--- config.mk ---
export PLATFORM = sky130hd
export DESIGN_NAME = clsr_div
export DESIGN_NICKNAME = d
export VERILOG_FILES = /design/src/hdl/clsr_pkg.sv /design/src/hdl/clsr_div.sv
export SDC_FILE = /design/constraint.sdc
export NUM_CORES = 1
export LEC_CHECK = 0
export BUFFER_PORTS_ARGS = -buffer_cell sky130_fd_sc_hd__buf_2
export CORE_MARGIN = 8
export CORE_UTILIZATION = 59
export CTS_BUF_LIST = sky130_fd_sc_hd__clkbuf_2 sky130_fd_sc_hd__clkbuf_4 sky130_fd_sc_hd__clkbuf_8
export CTS_CLUSTER_DIAMETER = 100
export DETAILED_ROUTE_END_ITERATION = 10
export PLACE_DENSITY = 0.82
export RECOVER_POWER = 50
export SYNTH_ARGS = -nofsm -noshare
export SYNTH_HDL_FRONTEND = slang
export SYNTH_SLANG_ARGS = --single-unit
--- constraint.sdc ---
create_clock -name clk -period 3.2 [get_ports clk]
set_input_delay 0.16 -clock clk [delete_from_list [all_inputs] [get_ports clk]]
set_output_delay 0.16 -clock clk [all_outputs]
set_load 0.05 [all_outputs]
--- src/hdl/clsr_pkg.sv ---
`default_nettype none
package clsr_pkg;

    localparam longint IM1_L = 64'd2147483563;
    localparam logic [30:0] IM1 = 31'(IM1_L);
    localparam logic [30:0] IM2 = 31'd2147483399;
    localparam logic [15:0] IA1 = 16'd40014;
    localparam logic [15:0] IA2 = 16'd40692;
    // 2^31 minus each modulus, used to fold the high part of a product
    localparam logic [7:0] FOLD1 = 8'd85;
    localparam logic [7:0] FOLD2 = 8'd249;
    localparam int MAX_TRIES = 1024;
    localparam int TRIES_W = 11;

    typedef enum logic [1:0] {
        CMD_RESEED  = 2'd0,
        CMD_RAW     = 2'd1,
        CMD_BOUNDED = 2'd2,
        CMD_NONE    = 2'd3
    } clsr_cmd_t;

    typedef enum logic [3:0] {
        ST_IDLE,
        ST_RS_MUL,
        ST_RS_RED,
        ST_MOD_BND,
        ST_GEN_DIV,
        ST_GEN_RD,
        ST_GEN_M2,
        ST_GEN_WB,
        ST_MOD_OUT
    } clsr_state_t;

    // (a*s) mod m for m = 2^31 - fold, given the 47-bit product a*s
    function automatic logic [30:0] lcg_reduce(input logic [46:0] p, input logic [7:0] fold,
                                               input logic [30:0] m);
        logic [31:0] sum;
        sum = 32'(p[30:0]) + 32'(p[46:31]) * 32'(fold);
        if (sum >= {1'b0, m})
        begin
            sum = sum - {1'b0, m};
        end
        return sum[30:0];
    endfunction

endpackage
`default_nettype wire

--- src/hdl/clsr_div.sv ---
`default_nettype none
module clsr_div
    import clsr_pkg::*;
(
    input  wire logic        clk,
    input  wire logic        rst_n,
    input  wire logic        start,
    input  wire logic [30:0] dividend,
    input  wire logic [30:0] divisor,
    output logic             done,
    output logic [30:0]      rem
);

    logic [4:0]  cnt_reg;
    logic        done_reg;
    logic [31:0] rem_reg;
    logic [30:0] num_reg;
    logic [30:0] den_reg;
    logic [31:0] trial;
    logic        fits;

    always_comb
    begin
        trial = {rem_reg[30:0], num_reg[30]};
        fits  = trial >= {1'b0, den_reg};
    end

    always_ff @(posedge clk or negedge rst_n)
    begin
        if (!rst_n)
        begin
            cnt_reg  <= '0;
            done_reg <= 1'b0;
        end
        else
        begin
            done_reg <= (cnt_reg == 5'd1);
            if (start)
            begin
                cnt_reg <= 5'd31;
            end
            else if (cnt_reg != '0)
            begin
                cnt_reg <= cnt_reg - 5'd1;
            end
        end
    end

    // one dividend bit a cycle, MSB first
    always_ff @(posedge clk)
    begin
        if (start)
        begin
            rem_reg <= '0;
            num_reg <= dividend;
            den_reg <= divisor;
        end
        else if (cnt_reg != '0)
        begin
            rem_reg <= fits ? (trial - {1'b0, den_reg}) : trial;
            num_reg <= {num_reg[29:0], 1'b0};
        end
    end

    assign done = done_reg;
    assign rem  = rem_reg[30:0];

endmodule
`default_nettype wire

; ---- Word-level counts from Yosys, hierarchy flattened
; Cells that the tools add are included.
[totals]
register_bits = 99
in_bits = 65
elab_cells = 16
[classes]
addsub = 2
order_cmp = 1
n_eq_ne = 1
n_mux = 5
n_reduce_logical = 2
[op_table]
columns = operator, count
row1 = 31-bit 2-to-1 mux, 3
row2 = 32-bit by 31-bit greater-or-equal comparator with 1-bit output, 1
row3 = 31-bit subtractor, 1
row4 = 5-bit 2-to-1 mux, 2
row5 = "5-bit by 1-bit equality test with 1-bit output, second input constant", 1
row6 = 5-bit nonzero test, 1
row7 = "5-bit by 1-bit subtractor with 5-bit output, second input constant", 1
row8 = 2-bit nonzero test, 1

; ---- Longest topological paths before layout
; Gate-level depths: netlist of the first run.
[depth]
word_depth = 3
mapped_depth = 13
mapped_depth_nobuf = 12

; ---- Least setup slack after synthesis of the first run
; Ideal clock, no wire load.
[synth_path]
path_type = register to register
from = register rem_reg[0]
to = register rem_reg[30]
setup_ps = 88
arrival_time_ps = 3093
required_ps = 3112
slack_ps = 19
stages_incl_launch_ff = 12
path_buffers = 0
period_less_slack_ps = 3181
cell_sequence = dfxtp_1 > inv_1 > fa_1 > nor2b_4 > o31ai_4 > a21oi_2 > o31ai_2 > o41ai_2 > a31oi_4 > o22ai_2 > mux2_4 > a311oi_2
[synth_between]
elab_chain_cells = 2
elab_cells_between_ends = 3
classes_between = add/sub: 1 / order compare: 1 / mux: 1
[synth_rtl]
columns = element, line_no
row1 = "start, declared", clsr_div.sv:16  ; logic [31:0] rem_reg;
row2 = "start signal, assigned", clsr_div.sv:60  ; rem_reg <= fits ? (trial - {1'b0, den_reg}) : trial;
row3 = 31-bit subtractor or 32-bit by 31-bit greater-or-equal comparator with 1-bit output (tied branches), "clsr_div.sv:60, clsr_div.sv:25"
row4 = 31-bit 2-to-1 mux (*), clsr_div.sv:60
; Mark *: on every way between the ends. The rest lies on a longest branch, timed or not.
; A chain may end at the register's enable or synchronous reset.

; ---- Worst setup path after layout of the first run
[layout_path]
from = register num_reg[30]
to = register rem_reg[30]
[layout_between]
elab_chain_cells = 2
elab_cells_between_ends = 3
classes_between = add/sub: 1 / order compare: 1 / mux: 1
[layout_rtl]
columns = element, line_no
row1 = "start, declared", clsr_div.sv:17  ; logic [30:0] num_reg;
row2 = "start signal, assigned", clsr_div.sv:55  ; num_reg <= dividend;
row3 = "start signal, assigned", clsr_div.sv:61  ; num_reg <= {num_reg[29:0], 1'b0};
row4 = 31-bit subtractor or 32-bit by 31-bit greater-or-equal comparator with 1-bit output (tied branches), "clsr_div.sv:60, clsr_div.sv:25"
row5 = 31-bit 2-to-1 mux (*), clsr_div.sv:60
; Marked as above.

==> run metrics, run 1 <==
run status=finished, violations left; failing checks=max-capacitance violations, max-slew violations; Final Instance Count excl. Fillers=821; CP Launch Type=register; DR WL/cell=16.7 um; Syn Inst Count=557; final hold viol count=0; multiplexer share of the synthesized area=6.78%; root buffer cell=clkbuf_8; r2r setup slk=0.16 ns; Post-Place Cells=773; leakage=2.90 nW; Clock Latency Late Sink=0.37 ns; sequential share of the synthesized area=46.5%; Worst Tran Pin Value=2.07 ns; pwr dens=383 nW/um^2; Max Clk Rate=329 MHz; Max-Cap Viols=1; WHS Path Cells=2; clock tree sinks=99; antenna cell count=0; Syn. warnings=0; Max H-tree Level=3; crit path max-delay cell type=fa_1; post-layout util=73.3%; fin crit period=3.04 ns; Remaining DRCs=0; clock-pin slew on the worst setup and hold paths=0.10 ns; Die Y=114 um; Final setup viols=0; Core Region=9280 sq um; Hold Crit Class=in2reg; slew margin rel.=-37.7%; Required @ worst endpoint=3.48 ns; Worst setup EP type=register; Area growth, synth to finish=20.2%; total gr overflow=0; syn_nets=657; clk buf depth=2; setup TNS=0 ns; drt first pass iters=5; Synth Area in XOR/XNOR=3.56%; post-synth top area share=32.9%; IO buf count=96; Synth Register Bits=99; post_cts resized=0; fin nets=787; worst path cell trace=inv_1 -> ha_1 -> fa_1 -> nor2b_4 -> o31ai_4 -> a21oi_2 -> o31ai_2 -> o41ai_2 -> buf_4 -> a31oi_4 -> o22ai_2 -> mux2_4 -> a311oi_2; Worst Skew=0.0163 ns; Placement Rows=35; Multi-input gate area=2740 sq um; number of synthesized flops with an enable pin=62; largest net degree at the start of global routing=41; worst-path fanout max=3; Hold Path End=num_reg[17]; Async S/R FF share, synth=6.06%; synth cell count leaders=nand2_1 (69), edfxtp_1 (62), inv_1 (49); Post-DP HPWL=9.78 mm; top_reg_cell synth=edfxtp_1; reg2reg path depth=13; Post-Synth Simple-Gate Area=11.8%; Synth Cell Area=5660 sq um; CTS tree=yes; WL final=13.7 mm; syn_area_per_cell=10.2 sq um; total CTS buffers=9; worst hold start=dividend[17]; gr usage total=21.7%; arrival time at the worst endpoint=3.32 ns; antenna violations before repair=0; Initial Utilization=61.0%; DRT antenna net count=0; worst vdd ir=0.378 mV; layout cells sized above 1=21.1%; # IOs=97; vias in the first global route=4740; Netlist cell types=64; Final period util=95.1%; FF-to-FF End=rem_reg[30]; worst flop-to-flop path startpoint=num_reg[30]; via count=4613; Fillers=733; Max stage delay on crit path=0.45 ns; Slew Viols, Final=41; Final GP Congestion=0.884; post-synthesis compound-gate area fraction=18.5%; initial DRC count=258; Design Power=2.60 mW; RSZ-0062 raised after global routing=no; Synth area leaders=edfxtp_1 (33%), dfxtp_1 (11%), ha_1 (7.5%); first-pass GRT wire length=22.8 mm; Synth area leader=edfxtp_1; kind of critical path=reg2reg; main combinational cell family by area after synthesis=compound AO/OA/AOI/OAI gates; die width=114 um; Post-Synth Adder-Cell Area=7.87%; DIE AREA=13000 sq um; area occupied by registers=2630 sq um; vias per inst=5.62; CP startpoint=num_reg[30]; most numerous cell in the Yosys netlist=nand2_1
## kinds of logic after synthesis
| kind of cell | count (synthesis) |
|---|---|
| xor+xnor | 23 |
| fa+ha+maj | 35 |
| compound gates | 145 |
| buf+inv | 74 |
| mux | 34 |
| flops | 99 |
| simple gates | 147 |
## how the worst max path moves through the flow
stage                  end  depth (start not counted)  slack (ns)
2_1_floorplan  rem_reg[30]                         11        0.02
3_3_place_gp   rem_reg[30]                         13        0.32
3_5_place_dp   rem_reg[30]                         13        0.23
4_1_cts        rem_reg[30]                         13        0.18
5_1_grt        rem_reg[30]                         13       0.004
6_report       rem_reg[30]                         13        0.16
## worst max-delay path: cells and delay by family (launching register included)
family	cells	cell delay, ns
AOI/OAI and AO/OA	7	1.20
adders and majority gates	2	0.67
buffers and inverters	2	0.24
DFF	1	0.36
muxes	1	0.31
and+or+nand+nor	1	0.18
## power by group
part	internal, mW	total [mW]	leakage (nW)	switching (mW)
Clock	0.326	0.783	0.0987	0.457
Sequential	1.44	1.47	0.946	0.0279
Combinational	0.170	0.351	1.86	0.181
## area by class of cell
type | instances | share of cell area [%]
Multi-Input combinational cell | 384 | 40.3
Inverter | 50 | 2.76
Timing Repair Buffer | 143 | 13.1
Clock inverter | 5 | 0.644
Sequential cell | 99 | 38.7
Tap cell | 129 | 2.37
Clock buffer | 11 | 2.13
## layer usage
layer  up-vias  global-route usage (%)  part of all wire (%)
li1       2291                       -                     -
met5         -                       0                     0
met4         0                    6.21                   1.2
met1      2173                    26.4                    43
met2       134                    36.6                    49
met3        15                    6.18                   6.8
## metrics by stage
stage                     setup slack, ns  hold WS, ns  area [sq um]
final                               0.158       0.0805          6800
after global routing              0.00448       0.0691          6800
after CTS                           0.177       0.0642          6840
after detailed placement            0.228      -0.0120          6330
after global placement              0.324      -0.0164          6330
after floorplan                    0.0190       -0.136          5660
## what timing repair did
item / in CTS / in global routing
buffers inserted: 0 / 0
hold buffers: 32 / 0
hold endpoints to repair: 37 / 0
## cells in the final DEF (no fill, tap or decap), types with 7 or more instances in the layout
cell type      count
a211oi_1          14
a21o_1             7
a21oi_1           43
a311oi_1          11
buf_2             73
buf_4             12
clkbuf_1          24
clkbuf_8          10
dfxtp_1           31
dlygate4sd3_1     32
edfxtp_1          62
ha_1              34
inv_1             49
mux2_2            29
nand2_1           69
nor2_1            35
o211ai_1           9
o21ai_0           19
xnor2_1           19
(Power assumes the default switching activity.)
==> run 2: changes to the inputs <==
- CELL_PAD_IN_SITES_DETAIL_PLACEMENT: unset -> 0
- CELL_PAD_IN_SITES_GLOBAL_PLACEMENT: unset -> 1
- CORE_UTILIZATION: 59 -> 45
- PLACE_DENSITY: 0.82 -> 0.81
==> run 2 against run 1 <==
- the flow still finishes with violations (max-capacitance violations, max-slew violations)
- flip-flop and latch count stayed put
- non-clock buffer count is 3 lower
- count of clock-buffer cells in the layout stayed put
- sequential power hardly changed
- clock power is 6.0% lower
- first-iteration DRC count is 20% lower
- worst hold slack worse by 0.026 ns
- design area is 0.48% higher
- clock skew is 0.0012 ns higher
==> run metrics, run 2 (same netlist as run 1, synthesis figures left out) <==
antenna violations before repair=0 (unchanged); initial DRC count=207 (-20%); Fillers=1117 (+52%); crit path max-delay cell type=fa_1; first-pass GRT wire length=21.8 mm (-4.4%); fin nets=784 (-0.38%); worst hold slack=0.0541 ns (-0.0264 ns); via count=4530 (-1.8%); worst path cell trace=inv_1 -> ha_1 -> fa_1 -> nor2b_4 -> o31ai_4 -> a21oi_2 -> o31ai_2 -> o41ai_2 -> buf_4 -> a31oi_4 -> o22ai_2 -> mux2_4 -> a311oi_2; largest net degree at the start of global routing=49 (+20%); Required @ worst endpoint=3.49 ns (about the same); Final GP Congestion=0.879 (-0.55%); Worst setup EP type=register; vias per inst=5.26 (-6.4%); total net switching power=0.636 mW (-4.5%); Max H-tree Level=3 (unchanged); total CTS buffers=9 (unchanged); Placement Rows=41 (+17%); clock-pin slew on the worst setup and hold paths=0.10 ns (about the same); Final Instance Count excl. Fillers=861 (+4.9%); Design Power=2.55 mW (-2.0%); CP Launch Type=register; Worst Tran Pin Value=1.69 ns (-0.379 ns); setup TNS=0 ns (unchanged); die width=128 um (+12%); total gr overflow=0 (unchanged); root buffer cell=clkbuf_8; arrival time at the worst endpoint=3.35 ns (+0.03 ns); DRT antenna net count=0 (unchanged); # IOs=97 (unchanged); commonest cells after routing, fill and taps aside=buf_2 (92), nand2_1 (69), edfxtp_1 (62), inv_1 (49), a21oi_1 (43); IO buf count=96 (unchanged); Post-Place Cells=813 (+5.2%); Max-Cap Viols=1 (unchanged); combinational share of power=13.7% (+0.2 points); postcts setup bufs=0 (unchanged); Pint=1.91 mW (-1.2%); clock tree sinks=99 (unchanged); Final period util=95.4% (+0.33 points); Max stage delay on crit path=0.44 ns (about the same); WL final=12.9 mm (-5.6%); most common cell after layout, fill and taps aside=buf_2; DR WL/cell=15.0 um (-10%); clock power share=28.8% (-1.3 points); fin crit period=3.05 ns (+0.0107 ns); Die Y=128 um (+12%); slew margin rel.=-12.4% (+25 points); vias in the first global route=4585 (-3.3%); Max Clk Rate=328 MHz (-0.35%); kind of critical path=reg2reg; post-layout util=54.8% (-18 points); worst-path fanout max=5 (+2); Sw Ratio=24.9% (-0.65 points); final hold viol count=0 (unchanged); Remaining DRCs=0 (unchanged); DIE AREA=16400 sq um (+26%); worst path bufs/invs=2 (unchanged); worst vdd ir=0.296 mV (-22%); Seq pwr share=57.5% (+1.1 points); failing checks=max-capacitance violations, max-slew violations; antenna cell count=0 (unchanged); layout cells sized above 1=23.5% (+2.4 points); Hold Crit Class=in2reg; Core Region=12500 sq um (+34%); CTS tree=yes; Slew Viols, Final=33 (-20%); pwr dens=373 nW/um^2 (-2.5%); clk buf depth=2 (unchanged); RSZ-0062 raised after global routing=yes; Post-DP HPWL=9.57 mm (-2.2%); Final setup viols=0 (unchanged); Worst Skew=0.0174 ns (+0.00118 ns); Initial Utilization=45.4% (-16 points); leakage=2.96 nW (+1.9%); run status=finished, violations left; Area growth, synth to finish=20.8%; Clock Latency Late Sink=0.38 ns (about the same); family with the most delay on the worst path=compound AO/OA/AOI/OAI gates; drt first pass iters=5 (unchanged); gr usage total=16.5% (-5.3 points)
[run 2: cell type report]
type | count | area, sq um | share of cell area [%]
tap | 172 | 215 | 3.15
timing repair buffer | 140 | 880 | 12.9
clock buffer | 11 | 139 | 2.03
inverter | 50 | 190 | 2.78
multi-input combinational | 384 | 2740 | 40.1
sequential | 99 | 2630 | 38.5
clock inverter | 5 | 37.5 | 0.549
[run 2: path summary, 6_finish.rpt]
path / from / endpoint / slack (ns) / cells past startpoint
worst max-delay path: num_reg[30] / rem_reg[30] / 0.15 / 13
worst min-delay path: dividend[0] / num_reg[0] / 0.05 / 2
worst max register to register: num_reg[30] / rem_reg[30] / 0.15 / 13
worst min register to register: rem_reg[8] / rem_reg[8] / 0.50 / 2
max in group asynchronous: rst_n / cnt_reg[2] / 2.70 / 2
min in group asynchronous: rst_n / cnt_reg[4] / 0.21 / 2
[run 2: power by group through the flow]
stage | combinational, mW | clock [mW] | sequential, mW
after floorplan | 0.215 | 0 | 1.50
after global placement | 0.313 | 0 | 1.49
after detailed placement | 0.320 | 0 | 1.49
after CTS | 0.353 | 0.764 | 1.47
after global routing | 0.390 | 0.802 | 1.48
final | 0.348 | 0.736 | 1.47
[run 2: timing repair]
action | CTS | global route
setup endpoints to repair | 0 | 12
hold endpoints to repair | 37 | 0
hold buffers | 32 | 0
resized for setup | 0 | 2
[run 2: worst register-to-register path, stage by stage (launching register included)]
cell	delay, ns
edfxtp_1	0.37
inv_1	0.06
ha_1	0.22
fa_1	0.44
nor2b_4	0.18
o31ai_4	0.08
a21oi_2	0.21
o31ai_2	0.14
o41ai_2	0.23
buf_4	0.18
a31oi_4	0.10
o22ai_2	0.20
mux2_4	0.32
a311oi_2	0.25
[run 2: routing by layer]
layer / global-route usage (%) / vias up / part of all wire (%)
met5: 0 / - / 0
met4: 4.62 / 0 / 1.3
met3: 6.24 / 14 / 6.9
met2: 28.0 / 108 / 48
met1: 18.9 / 2127 / 44
li1: - / 2281 / -
[run 2: stage by stage]
stage	worst slack [ns]	instance area (sq um)
3_3_place_gp	0.280	6350
5_1_grt	-0.0723	6840
2_1_floorplan	0.0190	5660
3_5_place_dp	0.159	6350
4_1_cts	0.124	6850
6_report	0.147	6840
==> run 3: changes to the inputs <==
- ABC_AREA: unset -> 1
- CORE_UTILIZATION: 45 -> 43
- PLACE_DENSITY: 0.81 -> 0.82
==> run 3 against run 2 <==
- the run still ends with max-capacitance violations, max-slew violations left
- critical path type unchanged
- sequential power grew 22%
- first-iteration DRC count grew 88%
- core utilization is 2.4 points lower
- die area is 20% higher
- count of clock-buffer cells in the layout down 2
- design area rose by 16%
- combinational power increased to 11 times the previous value
- critical path depth grew 1
- non-clock buffer count is 9 higher
- largest cell class unchanged
- worst hold slack got worse by 0.029 ns
- sequential share of layout area fell by 5.4 points
- power rose to 2.6 times the previous value
==> run metrics, run 3 <==
Final GP Congestion=0.871 (-1.0%); Max stage delay on crit path=0.40 ns (-0.04 ns); sequential share of the synthesized area=39.6% (-6.9 points); Clock Latency Late Sink=0.40 ns (+0.02 ns); Required @ worst endpoint=3.48 ns (about the same); worst-path fanout max=32 (+27); DP Area=7280 sq um (+15%); arrival time at the worst endpoint=2.87 ns (-0.48 ns); Synth area leader=edfxtp_1; Async S/R FF share, synth=6.06% (unchanged); Syn Inst Count=962 (+73%); post-synth top area share=28.0% (-4.9 points); Design Power=6.53 mW (+160%); Core Region=15100 sq um (+21%); vias per inst=4.59 (-13%); Initial Utilization=43.9% (-1.5 points); fin nets=1200 (+53%); antenna cell count=0 (unchanged); Final period util=81.1% (-14 points); clock power share=13.3% (-16 points); number of synthesized flops with an enable pin=62 (unchanged); most common cell after layout, fill and taps aside=nand2_1; Final setup viols=0 (unchanged); Synth Cell Area=6650 sq um (+17%); layout cells sized above 1=10.3% (-13 points); total gr overflow=0 (unchanged); root buffer cell=clkbuf_8; worst vdd ir=0.282 mV (-4.8%); Top cell by count, worst path=nand2_1; initial DRC count=390 (+88%); WL final=17.0 mm (+32%); Syn. warnings=0 (unchanged); synth cell count leaders=nand2_1 (398), inv_1 (175), nand3_1 (77); most numerous cell in the Yosys netlist=nand2_1; Post-DP HPWL=12.9 mm (+34%); final hold viol count=0 (unchanged); drt first pass iters=7 (+2); post-layout util=52.4% (-2.4 points); # IOs=97 (unchanged); total net switching power=3.36 mW (+430%); largest net degree at the start of global routing=45 (-8.2%); Worst setup EP type=register; Hold Crit Class=in2reg; antenna violations before repair=0 (unchanged); Netlist cell types=36 (-44%); Slew Viols, Final=25 (-24%); Sw Ratio=51.5% (+27 points); kind of critical path=reg2reg; Max Clk Rate=385 MHz (+18%); Synth Register Bits=99 (unchanged); Fillers=1549 (+39%); crit path max-delay cell type=fa_1; Worst Tran Pin Value=1.50 ns (-0.186 ns); fin crit period=2.60 ns (-0.457 ns); IO buf count=96 (unchanged); total CTS buffers=9 (unchanged); clock tree sinks=99 (unchanged); leakage=4.27 nW (+44%); run status=finished, violations left; Area growth, synth to finish=19.4%; Seq pwr share=27.6% (-30 points); slew margin rel.=-0.0312% (+12 points); Remaining DRCs=0 (unchanged); worst path cell trace=ha_1 -> fa_1 -> inv_1 -> nand2_1 -> nand2_1 -> nand3_1 -> nand2_2 -> nand2_2 -> nand3_2 -> nand2_4 -> nand2_4 -> nand2_1 -> nand3_1 -> o21ai_1; first-pass GRT wire length=29.1 mm (+33%); RSZ-0062 raised after global routing=no; vias in the first global route=6014 (+31%); DIE AREA=19700 sq um (+20%); fin area=7940 sq um (+16%); postcts setup bufs=0 (unchanged); setup TNS=0 ns (unchanged); worst path bufs/invs=1 (-1); Worst Skew=0.0168 ns (-0.000598 ns); CP Launch Type=register; family with the most delay on the worst path=simple AND/OR/NAND/NOR gates; via count=5930 (+31%); Placement Rows=45 (+9.8%); failing checks=max-capacitance violations, max-slew violations; CTS tree=yes; die width=140 um (+9.5%); combinational share of power=59.1% (+45 points); CTS Hold Bufs=48 (+50%); syn_area_per_cell=6.91 sq um (-32%); DR WL/cell=13.2 um (-12%); commonest cells after routing, fill and taps aside=nand2_1 (398), inv_1 (175), nand3_1 (77), buf_2 (65), edfxtp_1 (62); clock-pin slew on the worst setup and hold paths=0.12 ns (+0.02 ns); clk buf depth=2 (unchanged); Synth area leaders=edfxtp_1 (28%), nand2_1 (22%), inv_1 (9.9%); gr usage total=18.1% (+1.6 points); Max H-tree Level=3 (unchanged); Pint=3.17 mW (+65%); Max-Cap Viols=1 (unchanged); syn_nets=1062 (+62%); post_cts resized=0 (unchanged); pwr dens=822 nW/um^2 (+120%); Die Y=140 um (+9.5%); top_reg_cell synth=edfxtp_1; DRT antenna net count=0 (unchanged)
## run 3: cell types whose count changed in the layout (fill, tap and decap cells not counted), sizes merged, moves of 28 or more
| cell | change |
|---|---|
| inv | +133 |
| buf | -32 |
| nand2 | +341 |
| nand3 | +73 |
| a21oi | -28 |
| mux2 | -32 |
## run 3: final cells by class
type / count / area (sq um) / share of cell area, %
clock buffers: 9 / 124 / 1.56
clock inverters: 7 / 96.3 / 1.21
inverters: 182 / 683 / 8.60
flip-flops and latches: 99 / 2630 / 33.2
repair buffers: 149 / 957 / 12.1
multi-input cells: 659 / 3210 / 40.5
well taps: 188 / 235 / 2.96
## run 3: path summary, 6_finish.rpt
| path | endpoint | cells after the start | slack [ns] | from |
|---|---|---|---|---|
| worst max-delay path | rem_reg[8] | 14 | 0.60 | den_reg[0] |
| worst min-delay path | num_reg[3] | 3 | 0.02 | dividend[3] |
| worst max register to register | rem_reg[8] | 14 | 0.60 | den_reg[0] |
| worst min register to register | done | 1 | 0.49 | cnt_reg[4] |
| max in group asynchronous | cnt_reg[1] | 2 | 2.75 | rst_n |
| min in group asynchronous | cnt_reg[4] | 2 | 0.19 | rst_n |
## run 3: per-stage QoR
step,setup slack (ns),hold WS (ns),cells
final,0.604,0.0248,1293
after global routing,0.369,0.0228,1293
after detailed placement,0.583,-0.00835,1229
after global placement,0.673,-0.00704,1229
after floorplan,0.772,-0.136,962
after CTS,0.573,0.000490,1293
## run 3: power groups by stage
stage / clock [mW] / sequential [mW] / combinational, mW
after global routing: 0.939 / 1.84 / 4.37
after floorplan: 0 / 2.40 / 2.48
after detailed placement: 0 / 1.82 / 3.87
after global placement: 0 / 1.82 / 3.87
final: 0.866 / 1.80 / 3.86
after CTS: 0.906 / 1.80 / 3.93
## run 3: layer usage
layer | track usage, % | up-vias | wire length, um
li1 | - | 3227 | -
met2 | 30.5 | 95 | 7850
met3 | 4.89 | 8 | 801
met1 | 22.6 | 2600 | 8250
met5 | 0 | - | 0
met4 | 3.71 | 0 | 128
## run 3: cells by family after synthesis
family / count (synthesis) / share of synthesized area [%]
AOI/OAI and AO/OA: 39 / 3.18
adders and majority gates: 35 / 6.70
and+or+nand+nor: 570 / 36.3
DFF: 99 / 39.6
xor gates and xnor gates: 15 / 1.98
buffers and inverters: 204 / 12.2
## run 3: tightest hold or removal path, cell delays in order
cell and delay, ns:
buf_2 0.07, nand2_1 0.04, nand2_1 0.05
